===== src/rtl/core/bcs_pkg.sv =====
`timescale 1ns / 1ps
// Shared types, constants and helpers for the boxcar / first-order smoother block.
package bcs_pkg;

    localparam int SAMPLE_BITS    = 16;
    localparam int MAX_WINDOW_DEF = 32;
    localparam int WIN_SHORT_REQ  = 16;
    localparam int WIN_LONG_REQ   = 32;

    // A 32-sample sum of SAMPLE_BITS samples needs five more bits, signed.
    localparam int SUM_W = SAMPLE_BITS + 5;
    localparam int MAG_W = SAMPLE_BITS + 5;

    localparam int GAIN_W    = 17;
    localparam int FRAC_BITS = 16;
    localparam logic [GAIN_W-1:0] GAIN_ONE   = 17'h10000;
    localparam logic [GAIN_W-1:0] GAIN_RESET = 17'd6554;

    localparam int MODE_W = 2;
    localparam logic [MODE_W-1:0] MODE_SMOOTH    = 2'd0;
    localparam logic [MODE_W-1:0] MODE_AVG_SHORT = 2'd1;
    localparam logic [MODE_W-1:0] MODE_AVG_LONG  = 2'd2;
    localparam logic [MODE_W-1:0] MODE_RESET     = MODE_AVG_SHORT;

    localparam int ADDR_W = 3;
    localparam int DATA_W = 32;
    localparam logic REG_MODE = 1'b0;
    localparam logic REG_GAIN = 1'b1;

    typedef struct packed {
        logic signed [SAMPLE_BITS-1:0] sample_in;
        logic                          record_start;
    } t_in_req;

    typedef struct packed {
        logic signed [SAMPLE_BITS-1:0] filtered_out;
        logic                          out_valid;
    } t_out_req;

    typedef struct packed {
        logic [MODE_W-1:0] mode;
        logic [GAIN_W-1:0] gain;
    } t_cfg;

    typedef struct packed {
        logic [MAG_W-1:0]              mag;
        logic                          neg;
        logic                          use_div;
        logic                          long_win;
        logic signed [SAMPLE_BITS-1:0] direct;
        logic                          ov;
    } t_avg_item;

    function automatic int unsigned win_clamp(int unsigned max_win, int unsigned req);
        return (req > max_win) ? max_win : req;
    endfunction

endpackage


===== src/rtl/core/bcs_ram.sv =====
`timescale 1ns / 1ps
// Generic single-write, single-read RAM with a registered, read-first output.
module bcs_ram #(
    parameter int WIDTH = 16,
    parameter int DEPTH = 32
) (
    input  logic                     i_clk,
    input  logic                     i_we,
    input  logic [$clog2(DEPTH)-1:0] i_waddr,
    input  logic [WIDTH-1:0]         i_wdata,
    input  logic                     i_re,
    input  logic [$clog2(DEPTH)-1:0] i_raddr,
    output logic [WIDTH-1:0]         o_rdata
);

    logic [WIDTH-1:0] r_mem [DEPTH];
    logic [WIDTH-1:0] r_rdata;

    always_ff @(posedge i_clk) begin
        if (i_re) begin
            r_rdata <= r_mem[i_raddr];
        end
        if (i_we) begin
            r_mem[i_waddr] <= i_wdata;
        end
    end

    assign o_rdata = r_rdata;

endmodule


===== src/rtl/core/bcs_window.sv =====
`timescale 1ns / 1ps
// Sample history memory, running window sums and the first-order recursion.
module bcs_window #(
    parameter int MAX_WINDOW = bcs_pkg::MAX_WINDOW_DEF
) (
    input  logic                i_clk,
    input  logic                i_rst_n,
    input  bcs_pkg::t_cfg       i_cfg,
    input  logic                i_in_valid,
    input  bcs_pkg::t_in_req    i_in_req,
    output logic                o_in_stall,
    output logic                o_item_valid,
    output bcs_pkg::t_avg_item  o_item,
    input  logic                i_item_stall
);

    localparam int SB      = bcs_pkg::SAMPLE_BITS;
    localparam int SUM_W   = bcs_pkg::SUM_W;
    localparam int GAIN_W  = bcs_pkg::GAIN_W;
    localparam int PROD_W  = GAIN_W + SB + 2;
    localparam int PTR_W   = $clog2(MAX_WINDOW);
    localparam int FILL_W  = $clog2(MAX_WINDOW + 1);
    localparam int W_SHORT = bcs_pkg::win_clamp(MAX_WINDOW, bcs_pkg::WIN_SHORT_REQ);
    localparam int W_LONG  = bcs_pkg::win_clamp(MAX_WINDOW, bcs_pkg::WIN_LONG_REQ);

    // Pointer and fill count advance at acceptance.
    logic [PTR_W-1:0]  r_wp, n_wp;
    logic [FILL_W-1:0] r_fill, n_fill;
    logic [PTR_W-1:0]  wp_eff;
    logic [FILL_W-1:0] fill_eff;
    logic [PTR_W:0]    addr_short_raw, addr_long_raw;
    logic [PTR_W-1:0]  addr_short, addr_long;
    logic              accept;

    // Compute stage registers.
    logic                 r_v1;
    logic signed [SB-1:0] r_x1;
    logic                 r_start1;
    logic [FILL_W-1:0]    r_fill1;

    logic [SB-1:0] rd_short, rd_long;

    logic signed [SUM_W-1:0] r_sum_short, n_sum_short;
    logic signed [SUM_W-1:0] r_sum_long, n_sum_long;
    logic signed [SB-1:0]    r_smooth, n_smooth;

    logic                    adv1;
    logic [FILL_W-1:0]       fill_new;
    logic signed [SUM_W-1:0] leave_short, leave_long, base_short, base_long, sel_sum;
    logic [GAIN_W-1:0]       gain_c;
    logic signed [SB:0]      diff;
    logic signed [PROD_W-1:0] prod;
    logic                    avg_mode, full;
    bcs_pkg::t_avg_item      item;

    assign accept     = i_in_valid && !o_in_stall;
    assign o_in_stall = r_v1 && i_item_stall;
    assign adv1       = r_v1 && !i_item_stall;

    always_comb begin
        wp_eff   = i_in_req.record_start ? '0 : r_wp;
        fill_eff = i_in_req.record_start ? '0 : r_fill;
        n_wp     = (wp_eff == PTR_W'(MAX_WINDOW - 1)) ? '0 : wp_eff + 1'b1;
        n_fill   = (fill_eff == FILL_W'(MAX_WINDOW)) ? fill_eff : fill_eff + 1'b1;

        // Address of the sample that leaves each window, modulo the store depth.
        addr_short_raw = {1'b0, wp_eff} + (PTR_W + 1)'(MAX_WINDOW - W_SHORT);
        addr_long_raw  = {1'b0, wp_eff} + (PTR_W + 1)'(MAX_WINDOW - W_LONG);
        if (addr_short_raw >= (PTR_W + 1)'(MAX_WINDOW)) begin
            addr_short_raw = addr_short_raw - (PTR_W + 1)'(MAX_WINDOW);
        end
        if (addr_long_raw >= (PTR_W + 1)'(MAX_WINDOW)) begin
            addr_long_raw = addr_long_raw - (PTR_W + 1)'(MAX_WINDOW);
        end
        addr_short = addr_short_raw[PTR_W-1:0];
        addr_long  = addr_long_raw[PTR_W-1:0];
    end

    // Both copies take every sample; each serves one read address.
    bcs_ram #(.WIDTH(SB), .DEPTH(MAX_WINDOW)) u_ram_short (
        .i_clk   (i_clk),
        .i_we    (accept),
        .i_waddr (wp_eff),
        .i_wdata (i_in_req.sample_in),
        .i_re    (accept),
        .i_raddr (addr_short),
        .o_rdata (rd_short)
    );

    bcs_ram #(.WIDTH(SB), .DEPTH(MAX_WINDOW)) u_ram_long (
        .i_clk   (i_clk),
        .i_we    (accept),
        .i_waddr (wp_eff),
        .i_wdata (i_in_req.sample_in),
        .i_re    (accept),
        .i_raddr (addr_long),
        .o_rdata (rd_long)
    );

    always_comb begin
        fill_new = (r_fill1 == FILL_W'(MAX_WINDOW)) ? r_fill1 : r_fill1 + 1'b1;

        // Entries older than the current record read as zero.
        leave_short = (r_fill1 >= FILL_W'(W_SHORT)) ? SUM_W'($signed(rd_short)) : '0;
        leave_long  = (r_fill1 >= FILL_W'(W_LONG)) ? SUM_W'($signed(rd_long)) : '0;
        base_short  = r_start1 ? '0 : r_sum_short;
        base_long   = r_start1 ? '0 : r_sum_long;
        n_sum_short = base_short + SUM_W'(r_x1) - leave_short;
        n_sum_long  = base_long + SUM_W'(r_x1) - leave_long;

        // y + floor(alpha * (x - y) / 2^16) equals the weighted form exactly.
        gain_c = (i_cfg.gain > bcs_pkg::GAIN_ONE) ? bcs_pkg::GAIN_ONE : i_cfg.gain;
        diff   = (SB + 1)'(r_x1) - (SB + 1)'(r_smooth);
        prod   = $signed({1'b0, gain_c}) * diff;
        if (r_start1) begin
            n_smooth = '0;
        end else if (i_cfg.mode == bcs_pkg::MODE_SMOOTH) begin
            n_smooth = r_smooth + SB'(prod >>> bcs_pkg::FRAC_BITS);
        end else begin
            n_smooth = r_smooth;
        end

        avg_mode = 1'b0;
        full     = 1'b0;
        sel_sum  = n_sum_short;
        item     = '0;
        case (i_cfg.mode)
            bcs_pkg::MODE_SMOOTH: begin
                item.direct = n_smooth;
                item.ov     = 1'b1;
            end
            bcs_pkg::MODE_AVG_SHORT: begin
                avg_mode = 1'b1;
                full     = fill_new >= FILL_W'(W_SHORT);
            end
            bcs_pkg::MODE_AVG_LONG: begin
                avg_mode      = 1'b1;
                full          = fill_new >= FILL_W'(W_LONG);
                sel_sum       = n_sum_long;
                item.long_win = 1'b1;
            end
            default: begin
                avg_mode = 1'b0;
            end
        endcase
        if (avg_mode) begin
            item.ov      = full;
            item.use_div = full;
            item.neg     = sel_sum[SUM_W-1];
            item.mag     = sel_sum[SUM_W-1] ? unsigned'(-sel_sum) : unsigned'(sel_sum);
        end
    end

    always_ff @(posedge i_clk) begin
        if (!i_rst_n) begin
            r_wp        <= '0;
            r_fill      <= '0;
            r_v1        <= 1'b0;
            r_sum_short <= '0;
            r_sum_long  <= '0;
            r_smooth    <= '0;
        end else begin
            if (accept) begin
                r_wp   <= n_wp;
                r_fill <= n_fill;
                r_v1   <= 1'b1;
            end else if (adv1) begin
                r_v1 <= 1'b0;
            end
            if (adv1) begin
                r_sum_short <= n_sum_short;
                r_sum_long  <= n_sum_long;
                r_smooth    <= n_smooth;
            end
        end
    end

    always_ff @(posedge i_clk) begin
        if (accept) begin
            r_x1     <= i_in_req.sample_in;
            r_start1 <= i_in_req.record_start;
            r_fill1  <= fill_eff;
        end
    end

    assign o_item_valid = r_v1;
    assign o_item       = item;

endmodule


===== src/rtl/core/bcs_divide.sv =====
`timescale 1ns / 1ps
// Truncating divide of the window sum by its length, and the output register.
module bcs_divide #(
    parameter int MAX_WINDOW = bcs_pkg::MAX_WINDOW_DEF
) (
    input  logic                i_clk,
    input  logic                i_rst_n,
    input  logic                i_item_valid,
    input  bcs_pkg::t_avg_item  i_item,
    output logic                o_item_stall,
    output logic                o_out_valid,
    output bcs_pkg::t_out_req   o_out_req,
    input  logic                i_out_stall
);

    localparam int SB      = bcs_pkg::SAMPLE_BITS;
    localparam int MAG_W   = bcs_pkg::MAG_W;
    localparam int RCP_W   = MAG_W - 3;
    localparam int W_SHORT = bcs_pkg::win_clamp(MAX_WINDOW, bcs_pkg::WIN_SHORT_REQ);
    localparam int W_LONG  = bcs_pkg::win_clamp(MAX_WINDOW, bcs_pkg::WIN_LONG_REQ);
    localparam logic [RCP_W-1:0] RCP_SHORT = RCP_W'((64'd1 << MAG_W) / W_SHORT);
    localparam logic [RCP_W-1:0] RCP_LONG  = RCP_W'((64'd1 << MAG_W) / W_LONG);
    localparam logic [MAG_W-1:0] N_SHORT   = MAG_W'(W_SHORT);
    localparam logic [MAG_W-1:0] N_LONG    = MAG_W'(W_LONG);

    logic               r_v2, r_v3, r_vo;
    bcs_pkg::t_avg_item r_item2, r_item3;
    logic [RCP_W-1:0]   r_q0;
    bcs_pkg::t_out_req  r_out;

    logic rdy_o, rdy3, rdy2, adv2, adv3;

    logic [RCP_W-1:0]       recip;
    logic [MAG_W+RCP_W-1:0] prod;
    logic [MAG_W-1:0]       n_sel, q0_ext, qn, rem, q, res;
    bcs_pkg::t_out_req      n_out;

    assign rdy_o        = !r_vo || !i_out_stall;
    assign rdy3         = !r_v3 || rdy_o;
    assign rdy2         = !r_v2 || rdy3;
    assign adv3         = r_v3 && rdy_o;
    assign adv2         = r_v2 && rdy3;
    assign o_item_stall = !rdy2;

    // Quotient estimate by reciprocal; it is low by at most one.
    always_comb begin
        recip = r_item2.long_win ? RCP_LONG : RCP_SHORT;
        prod  = (MAG_W + RCP_W)'(r_item2.mag) * (MAG_W + RCP_W)'(recip);
    end

    always_comb begin
        n_sel  = r_item3.long_win ? N_LONG : N_SHORT;
        q0_ext = MAG_W'(r_q0);
        qn     = q0_ext * n_sel;
        rem    = r_item3.mag - qn;
        q      = (rem >= n_sel) ? q0_ext + 1'b1 : q0_ext;
        res    = r_item3.neg ? -q : q;
        n_out.out_valid    = r_item3.ov;
        n_out.filtered_out = r_item3.use_div ? $signed(res[SB-1:0]) : r_item3.direct;
    end

    always_ff @(posedge i_clk) begin
        if (!i_rst_n) begin
            r_v2 <= 1'b0;
            r_v3 <= 1'b0;
            r_vo <= 1'b0;
        end else begin
            if (rdy2) begin
                r_v2 <= i_item_valid;
            end
            if (rdy3) begin
                r_v3 <= r_v2;
            end
            if (rdy_o) begin
                r_vo <= r_v3;
            end
        end
    end

    always_ff @(posedge i_clk) begin
        if (rdy2 && i_item_valid) begin
            r_item2 <= i_item;
        end
        if (adv2) begin
            r_item3 <= r_item2;
            r_q0    <= prod[MAG_W+RCP_W-1:MAG_W];
        end
        if (adv3) begin
            r_out <= n_out;
        end
    end

    assign o_out_valid = r_vo;
    assign o_out_req   = r_out;

endmodule


===== src/rtl/core/boxcar_or_first_order_smoother_top.sv =====
`timescale 1ns / 1ps
// Top level: 16/32-sample boxcar average or first-order smoother, APB setup.
// Throughput is one request per clock unless a stalled output fills every stage; a result
// reaches the output register through memory read, divide estimate and correction.
// Synchronous active-low reset clears control state and sets the mode to the short
// average with gain 6554; the history reads as empty through the fill count.
module boxcar_or_first_order_smoother_top #(
    parameter int MAX_WINDOW = bcs_pkg::MAX_WINDOW_DEF
) (
    input  logic                        i_clk,
    input  logic                        i_rst_n,
    input  logic                        psel,
    input  logic                        penable,
    input  logic                        pwrite,
    input  logic [bcs_pkg::ADDR_W-1:0]  paddr,
    input  logic [bcs_pkg::DATA_W-1:0]  pwdata,
    output logic [bcs_pkg::DATA_W-1:0]  prdata,
    output logic                        pready,
    input  logic                        i_in_valid,
    input  bcs_pkg::t_in_req            i_in_req,
    output logic                        o_in_stall,
    output logic                        o_out_valid,
    output bcs_pkg::t_out_req           o_out_req,
    input  logic                        i_out_stall
);

    // Configuration registers. Register 0 (mode) sits at byte address 0 and
    // register 1 (smoother gain) at byte address 4; only address bit 2 decodes.
    logic [bcs_pkg::MODE_W-1:0] r_mode;
    logic [bcs_pkg::GAIN_W-1:0] r_gain;
    logic                       cfg_wr;
    bcs_pkg::t_cfg              cfg;

    logic               item_valid, item_stall;
    bcs_pkg::t_avg_item item;

    assign pready = 1'b1;
    assign cfg_wr = psel && penable && pwrite && pready;

    always_ff @(posedge i_clk) begin
        if (!i_rst_n) begin
            r_mode <= bcs_pkg::MODE_RESET;
            r_gain <= bcs_pkg::GAIN_RESET;
        end else if (cfg_wr) begin
            case (paddr[2])
                bcs_pkg::REG_MODE: r_mode <= pwdata[bcs_pkg::MODE_W-1:0];
                bcs_pkg::REG_GAIN: r_gain <= pwdata[bcs_pkg::GAIN_W-1:0];
                default: r_mode <= r_mode;
            endcase
        end
    end

    // Reads return the stored value, zero-extended to the bus width.
    always_comb begin
        case (paddr[2])
            bcs_pkg::REG_MODE: prdata = bcs_pkg::DATA_W'(r_mode);
            bcs_pkg::REG_GAIN: prdata = bcs_pkg::DATA_W'(r_gain);
            default:           prdata = '0;
        endcase
    end

    assign cfg.mode = r_mode;
    assign cfg.gain = r_gain;

    // The window stage owns the history memories, running sums and the
    // recursion; each sample writes its slot and reads the slots that
    // leave the short and long windows in the same cycle.
    bcs_window #(.MAX_WINDOW(MAX_WINDOW)) u_window (
        .i_clk        (i_clk),
        .i_rst_n      (i_rst_n),
        .i_cfg        (cfg),
        .i_in_valid   (i_in_valid),
        .i_in_req     (i_in_req),
        .o_in_stall   (o_in_stall),
        .o_item_valid (item_valid),
        .o_item       (item),
        .i_item_stall (item_stall)
    );

    // The divide stage turns the window sum into a truncated average and
    // holds the finished result in the output register; its bubbles
    // collapse, so a waiting result holds back new requests only once
    // every stage is full.
    bcs_divide #(.MAX_WINDOW(MAX_WINDOW)) u_divide (
        .i_clk        (i_clk),
        .i_rst_n      (i_rst_n),
        .i_item_valid (item_valid),
        .i_item       (item),
        .o_item_stall (item_stall),
        .o_out_valid  (o_out_valid),
        .o_out_req    (o_out_req),
        .i_out_stall  (i_out_stall)
    );

endmodule


===== config.mk =====
export PLATFORM = sky130hd
export DESIGN_NAME = boxcar_or_first_order_smoother_top
export DESIGN_NICKNAME = d
export VERILOG_FILES = /design/src/rtl/core/bcs_pkg.sv /design/src/rtl/core/bcs_ram.sv /design/src/rtl/core/bcs_window.sv /design/src/rtl/core/bcs_divide.sv /design/src/rtl/core/boxcar_or_first_order_smoother_top.sv
export SDC_FILE = /design/constraint.sdc
export NUM_CORES = 2
export LEC_CHECK = 0
export ABC_AREA = 1
export ABC_CLOCK_PERIOD_IN_PS = 9900
export BUFFER_PORTS_ARGS = -buffer_cell sky130_fd_sc_hd__buf_4
export CAP_MARGIN = 10
export CORE_MARGIN = 4
export CORE_UTILIZATION = 55
export CTS_CLUSTER_SIZE = 20
export DETAILED_ROUTE_END_ITERATION = 16
export PLACE_DENSITY = 0.8
export SLEW_MARGIN = 20
export SYNTH_ARGS = -nofsm -noshare
export SYNTH_HDL_FRONTEND = slang
export SYNTH_SLANG_ARGS = --single-unit

===== constraint.sdc =====
create_clock -name i_clk -period 9.9 [get_ports i_clk]
set_clock_uncertainty 0.1 [all_clocks]
set_input_delay 0.99 -clock i_clk [delete_from_list [all_inputs] [get_ports i_clk]]
set_output_delay 0.99 -clock i_clk [all_outputs]
set_load 0.1 [all_outputs]

==> results.md <==
* Clock latency at the later pin of the worst-skew pair at 680 ps
* CTS Sinks at 775
* Final worst slack at 558 ps
* Core area at 87400 µm²
* H-tree Lvls at 3
* Hold crit path type: reg -> reg
* Yosys reg bits at 775
* Setup Viol. Count Final at 0
* Vias per Instance at 5.74
* Cell area after synthesis at 48800 µm²
* CP arrival at 9640 ps
* Reg-to-reg critical path endpoint: u_divide.r_item2[14]$_SDFFCE_PN0P_
* Startpoint types: flop
* Filler Cells Inserted at 6801
* Yosys warns at 0
* Worst r2r src: u_window.r_smooth[1]$_SDFFE_PN0P_
* FF+latch area at 22400 µm²
* Mapped Cells at 5137
* Remaining antenna violation count after routing at 0
* CP max stage cell: fa_1
* Vias in the first global route at 37.0k
* Initial core utilization at 0.558
* Final-stage net count at 5848
* Syn Area/Cell at 9.50 µm²
* Die X-Extent at 306 µm
* Status: complete, no violations
* CP required at 10200 ps
* Drt wl/cell at 19.1 µm
* Period utilization at 0.944
* Hold Path Sink: u_divide.r_item3[23]$_DFFE_PP_
* CP Capture Type: flop
* Worst Hold Path Cells at 0
* FFs w/ async S/R, synth at 0
* Slew Viols, Final at 0
* Max clock buf depth at 3
* Share of cells above drive strength 1 at 0.0798
* Final hold viol count at 0
* CTS root buf: clkbuf_16
* F_max at 107 MHz
* Via count at 37.0k
* Footprint of the multi-input gates at 22800 µm²
* Ys flop type: edfxtp_1
* Critical Path Max Stage Delay at 560 ps
* Setup TNS at 0 ps
* Cell Rows at 108
* Cts hold-fix bufs at 0
* GRT overflow at 0
* Worst reg2reg path depth at 43
* CTS buffer count at 78
* Post-synth EDFFs at 683
* Gr usage total at 0.261
* Ant. Diodes at 0
* # Max-Cap Violations at 0
* Die area at 93600 µm²
* Drt drc at 0
* Routability congestion estimate at 0.968
* Tmin final at 9340 ps
* First-pass GRT wire length at 196 mm
* Synth unique cells at 57
* Worst relative slew slack at 0.283
* Port-buffer cells at 77
* R2R Setup Slk at 560 ps
* DP Wirelength at 84.4 mm
* Worst Min Path Start: u_divide.r_item2[23]$_SDFFCE_PP0P_
* Initial antenna violation count at 3
* Pin count of the biggest net entering global routing at 97
* CTS tree: done
* I/O pins at 111
* CP max FO at 16
* Sequential-to-total area share from yosys stat at 0.458
* Synth-to-Final Area Change at 10.3%
* Clock-pin transition on the worst setup and hold timing paths at 60 ps
* Setup WS pre-CTS at 17.8 ps
* Pre-Repair DR Iteration Count at 6
* WS Path Type: reg -> reg
* Iteration-0 DRC Markers at 3758
* Post-Route WL at 124 mm
* Die H at 306 µm
* Worst Tran Pin Value at 1070 ps
* Crit path top cell by count: inv_1
## final cells by class
type / instances / area share
multi-input combinational: 3351 / 0.424
clock buffer: 100 / 0.0385
tap: 1155 / 0.0268
clock inverter: 46 / 0.0105
timing repair buffer: 186 / 0.0262
inverter: 841 / 0.0588
sequential: 775 / 0.415
## routing by layer
layer  GRT usage  vias up  part of all wire
met5           0        -           0.00011
met4       0.124        2             0.052
met3      0.0373      344             0.089
met2       0.427     1735              0.47
met1       0.348    17800              0.39
li1            -    17200                 -
## metrics by stage
stage          hold WS (ps)  cells   util  instance area [µm²]
2_1_floorplan           300   5180      -                49000
3_3_place_gp            301   6304  0.583                51000
3_5_place_dp            305   6304  0.583                51000
4_1_cts                 289   6450  0.613                53600
5_1_grt                 304   6454  0.616                53800
6_report                286   6454  0.616                53800
## worst max-delay path, delay by kind of cell, from the launching register on
family                     cells  cell delay, ps
adders and majority gates      9            4060
AOI/OAI and AO/OA             10            1620
DFF                            1             380
buffers and inverters         11            1040
and+or+nand+nor               11            1480
xor gates and xnor gates       2             380
## layout by cell type, fill, tap and decap left out, drive strengths merged, types with 7 or more instances in the layout
master  count
bufinv      7
o21ai     462
a211oi     11
xor2       76
fa        278
xnor2      33
nor3       29
o22ai      63
ha        278
a21oi     188
o211ai     87
conb       45
o221ai     68
clkinv     47
nand4      51
nor2      632
edfxtp    683
dfxtp      92
buf       186
clkbuf    100
nand2     831
nand3     137
inv       830
or2        18
o21bai     11
a31oi      10
## kinds of logic after synthesis
logic type | count (synthesis) | share of synthesized area
compound gates | 921 | 0.109
flops | 775 | 0.458
fa+ha+maj | 556 | 0.185
simple gates | 1718 | 0.145
xor+xnor | 109 | 0.0196
buf+inv | 1054 | 0.0829
mux | 2 | 0.000410
other cells | 2 | 0.000154
## how the worst max path moves through the flow
stage / end / slack (ps) / from / depth (start not counted)
2_1_floorplan: u_divide.r_item2[14]$_SDFFCE_PN0P_ / 660 / u_window.r_x1[0]$_DFFE_PP_ / 46
3_3_place_gp: u_divide.r_item2[15]$_SDFFCE_PN0P_ / 230 / u_window.r_x1[0]$_DFFE_PP_ / 48
3_5_place_dp: u_divide.r_item2[14]$_SDFFCE_PN0P_ / 20 / u_window.r_x1[0]$_DFFE_PP_ / 47
4_1_cts: u_divide.r_item2[14]$_SDFFCE_PN0P_ / 130 / u_window.r_x1[0]$_DFFE_PP_ / 47
5_1_grt: u_divide.r_item2[15]$_SDFFCE_PN0P_ / -60 / u_window.r_x1[0]$_DFFE_PP_ / 48
6_report: u_divide.r_item2[14]$_SDFFCE_PN0P_ / 560 / u_window.r_smooth[1]$_SDFFE_PN0P_ / 43
## cell usage after synthesis (3+ instances only)
| master | instances | area [µm²] |
|---|---|---|
| a21oi_2 | 3 | 26.3 |
| nand2_2 | 19 | 119 |
| inv_2 | 3 | 11.3 |
| nand4_1 | 48 | 300 |
| nand3b_1 | 5 | 37.5 |
| o211ai_1 | 87 | 653 |
| xor2_1 | 76 | 666 |
| nor3b_1 | 4 | 30.0 |
| nor4_1 | 6 | 37.5 |
| buf_4 | 19 | 143 |
| clkinv_1 | 10 | 37.5 |
| clkbuf_1 | 169 | 634 |
| buf_1 | 20 | 75.1 |
| a31oi_1 | 10 | 62.6 |
| nor2_4 | 4 | 45.0 |
| nand3_1 | 125 | 626 |
| o22ai_1 | 63 | 394 |
| o21ai_0 | 450 | 2250 |
| nor2_2 | 6 | 37.5 |
| o21ai_1 | 10 | 50.1 |
| ha_1 | 278 | 3480 |
| inv_1 | 828 | 3110 |
| xnor2_1 | 33 | 289 |
| edfxtp_1 | 683 | 20500 |
| nand2_1 | 812 | 3050 |
| nand3_2 | 11 | 110 |
| buf_2 | 3 | 15.0 |
| a211oi_1 | 11 | 82.6 |
| dfxtp_1 | 92 | 1840 |
| a21oi_1 | 185 | 926 |
| o221ai_1 | 68 | 596 |
| nor2_1 | 622 | 2330 |
| or2_2 | 17 | 106 |
| a21o_1 | 6 | 45.0 |
| o21a_1 | 3 | 22.5 |
| o21bai_1 | 11 | 82.6 |
| nor3_1 | 29 | 145 |
| nand4_2 | 3 | 37.5 |
| fa_1 | 278 | 5570 |
## flip-flops by register name, summed over array words and instances (netlist names), 17 cells and up
| signal | cells |
|---|---|
| r_gain | 17 |
| u_divide.o_out_req | 17 |
| u_divide.r_item2 | 41 |
| u_divide.r_item3 | 40 |
| u_divide.r_q0 | 17 |
| u_window.r_sum_long | 21 |
| u_window.r_sum_short | 21 |
| u_window.u_ram_short.r_mem | 496 |
## timing repair
action | CTS | global route
setup buffers | 0 | 4
pin swaps | 0 | 7
setup endpoints to repair | 1 | 13
gates cloned | 0 | 0
resized for setup | 1 | 45
Power is left out: the tool's default activity adds up to more than one toggle a clock period on the data nets, which glitch-free logic cannot reach.
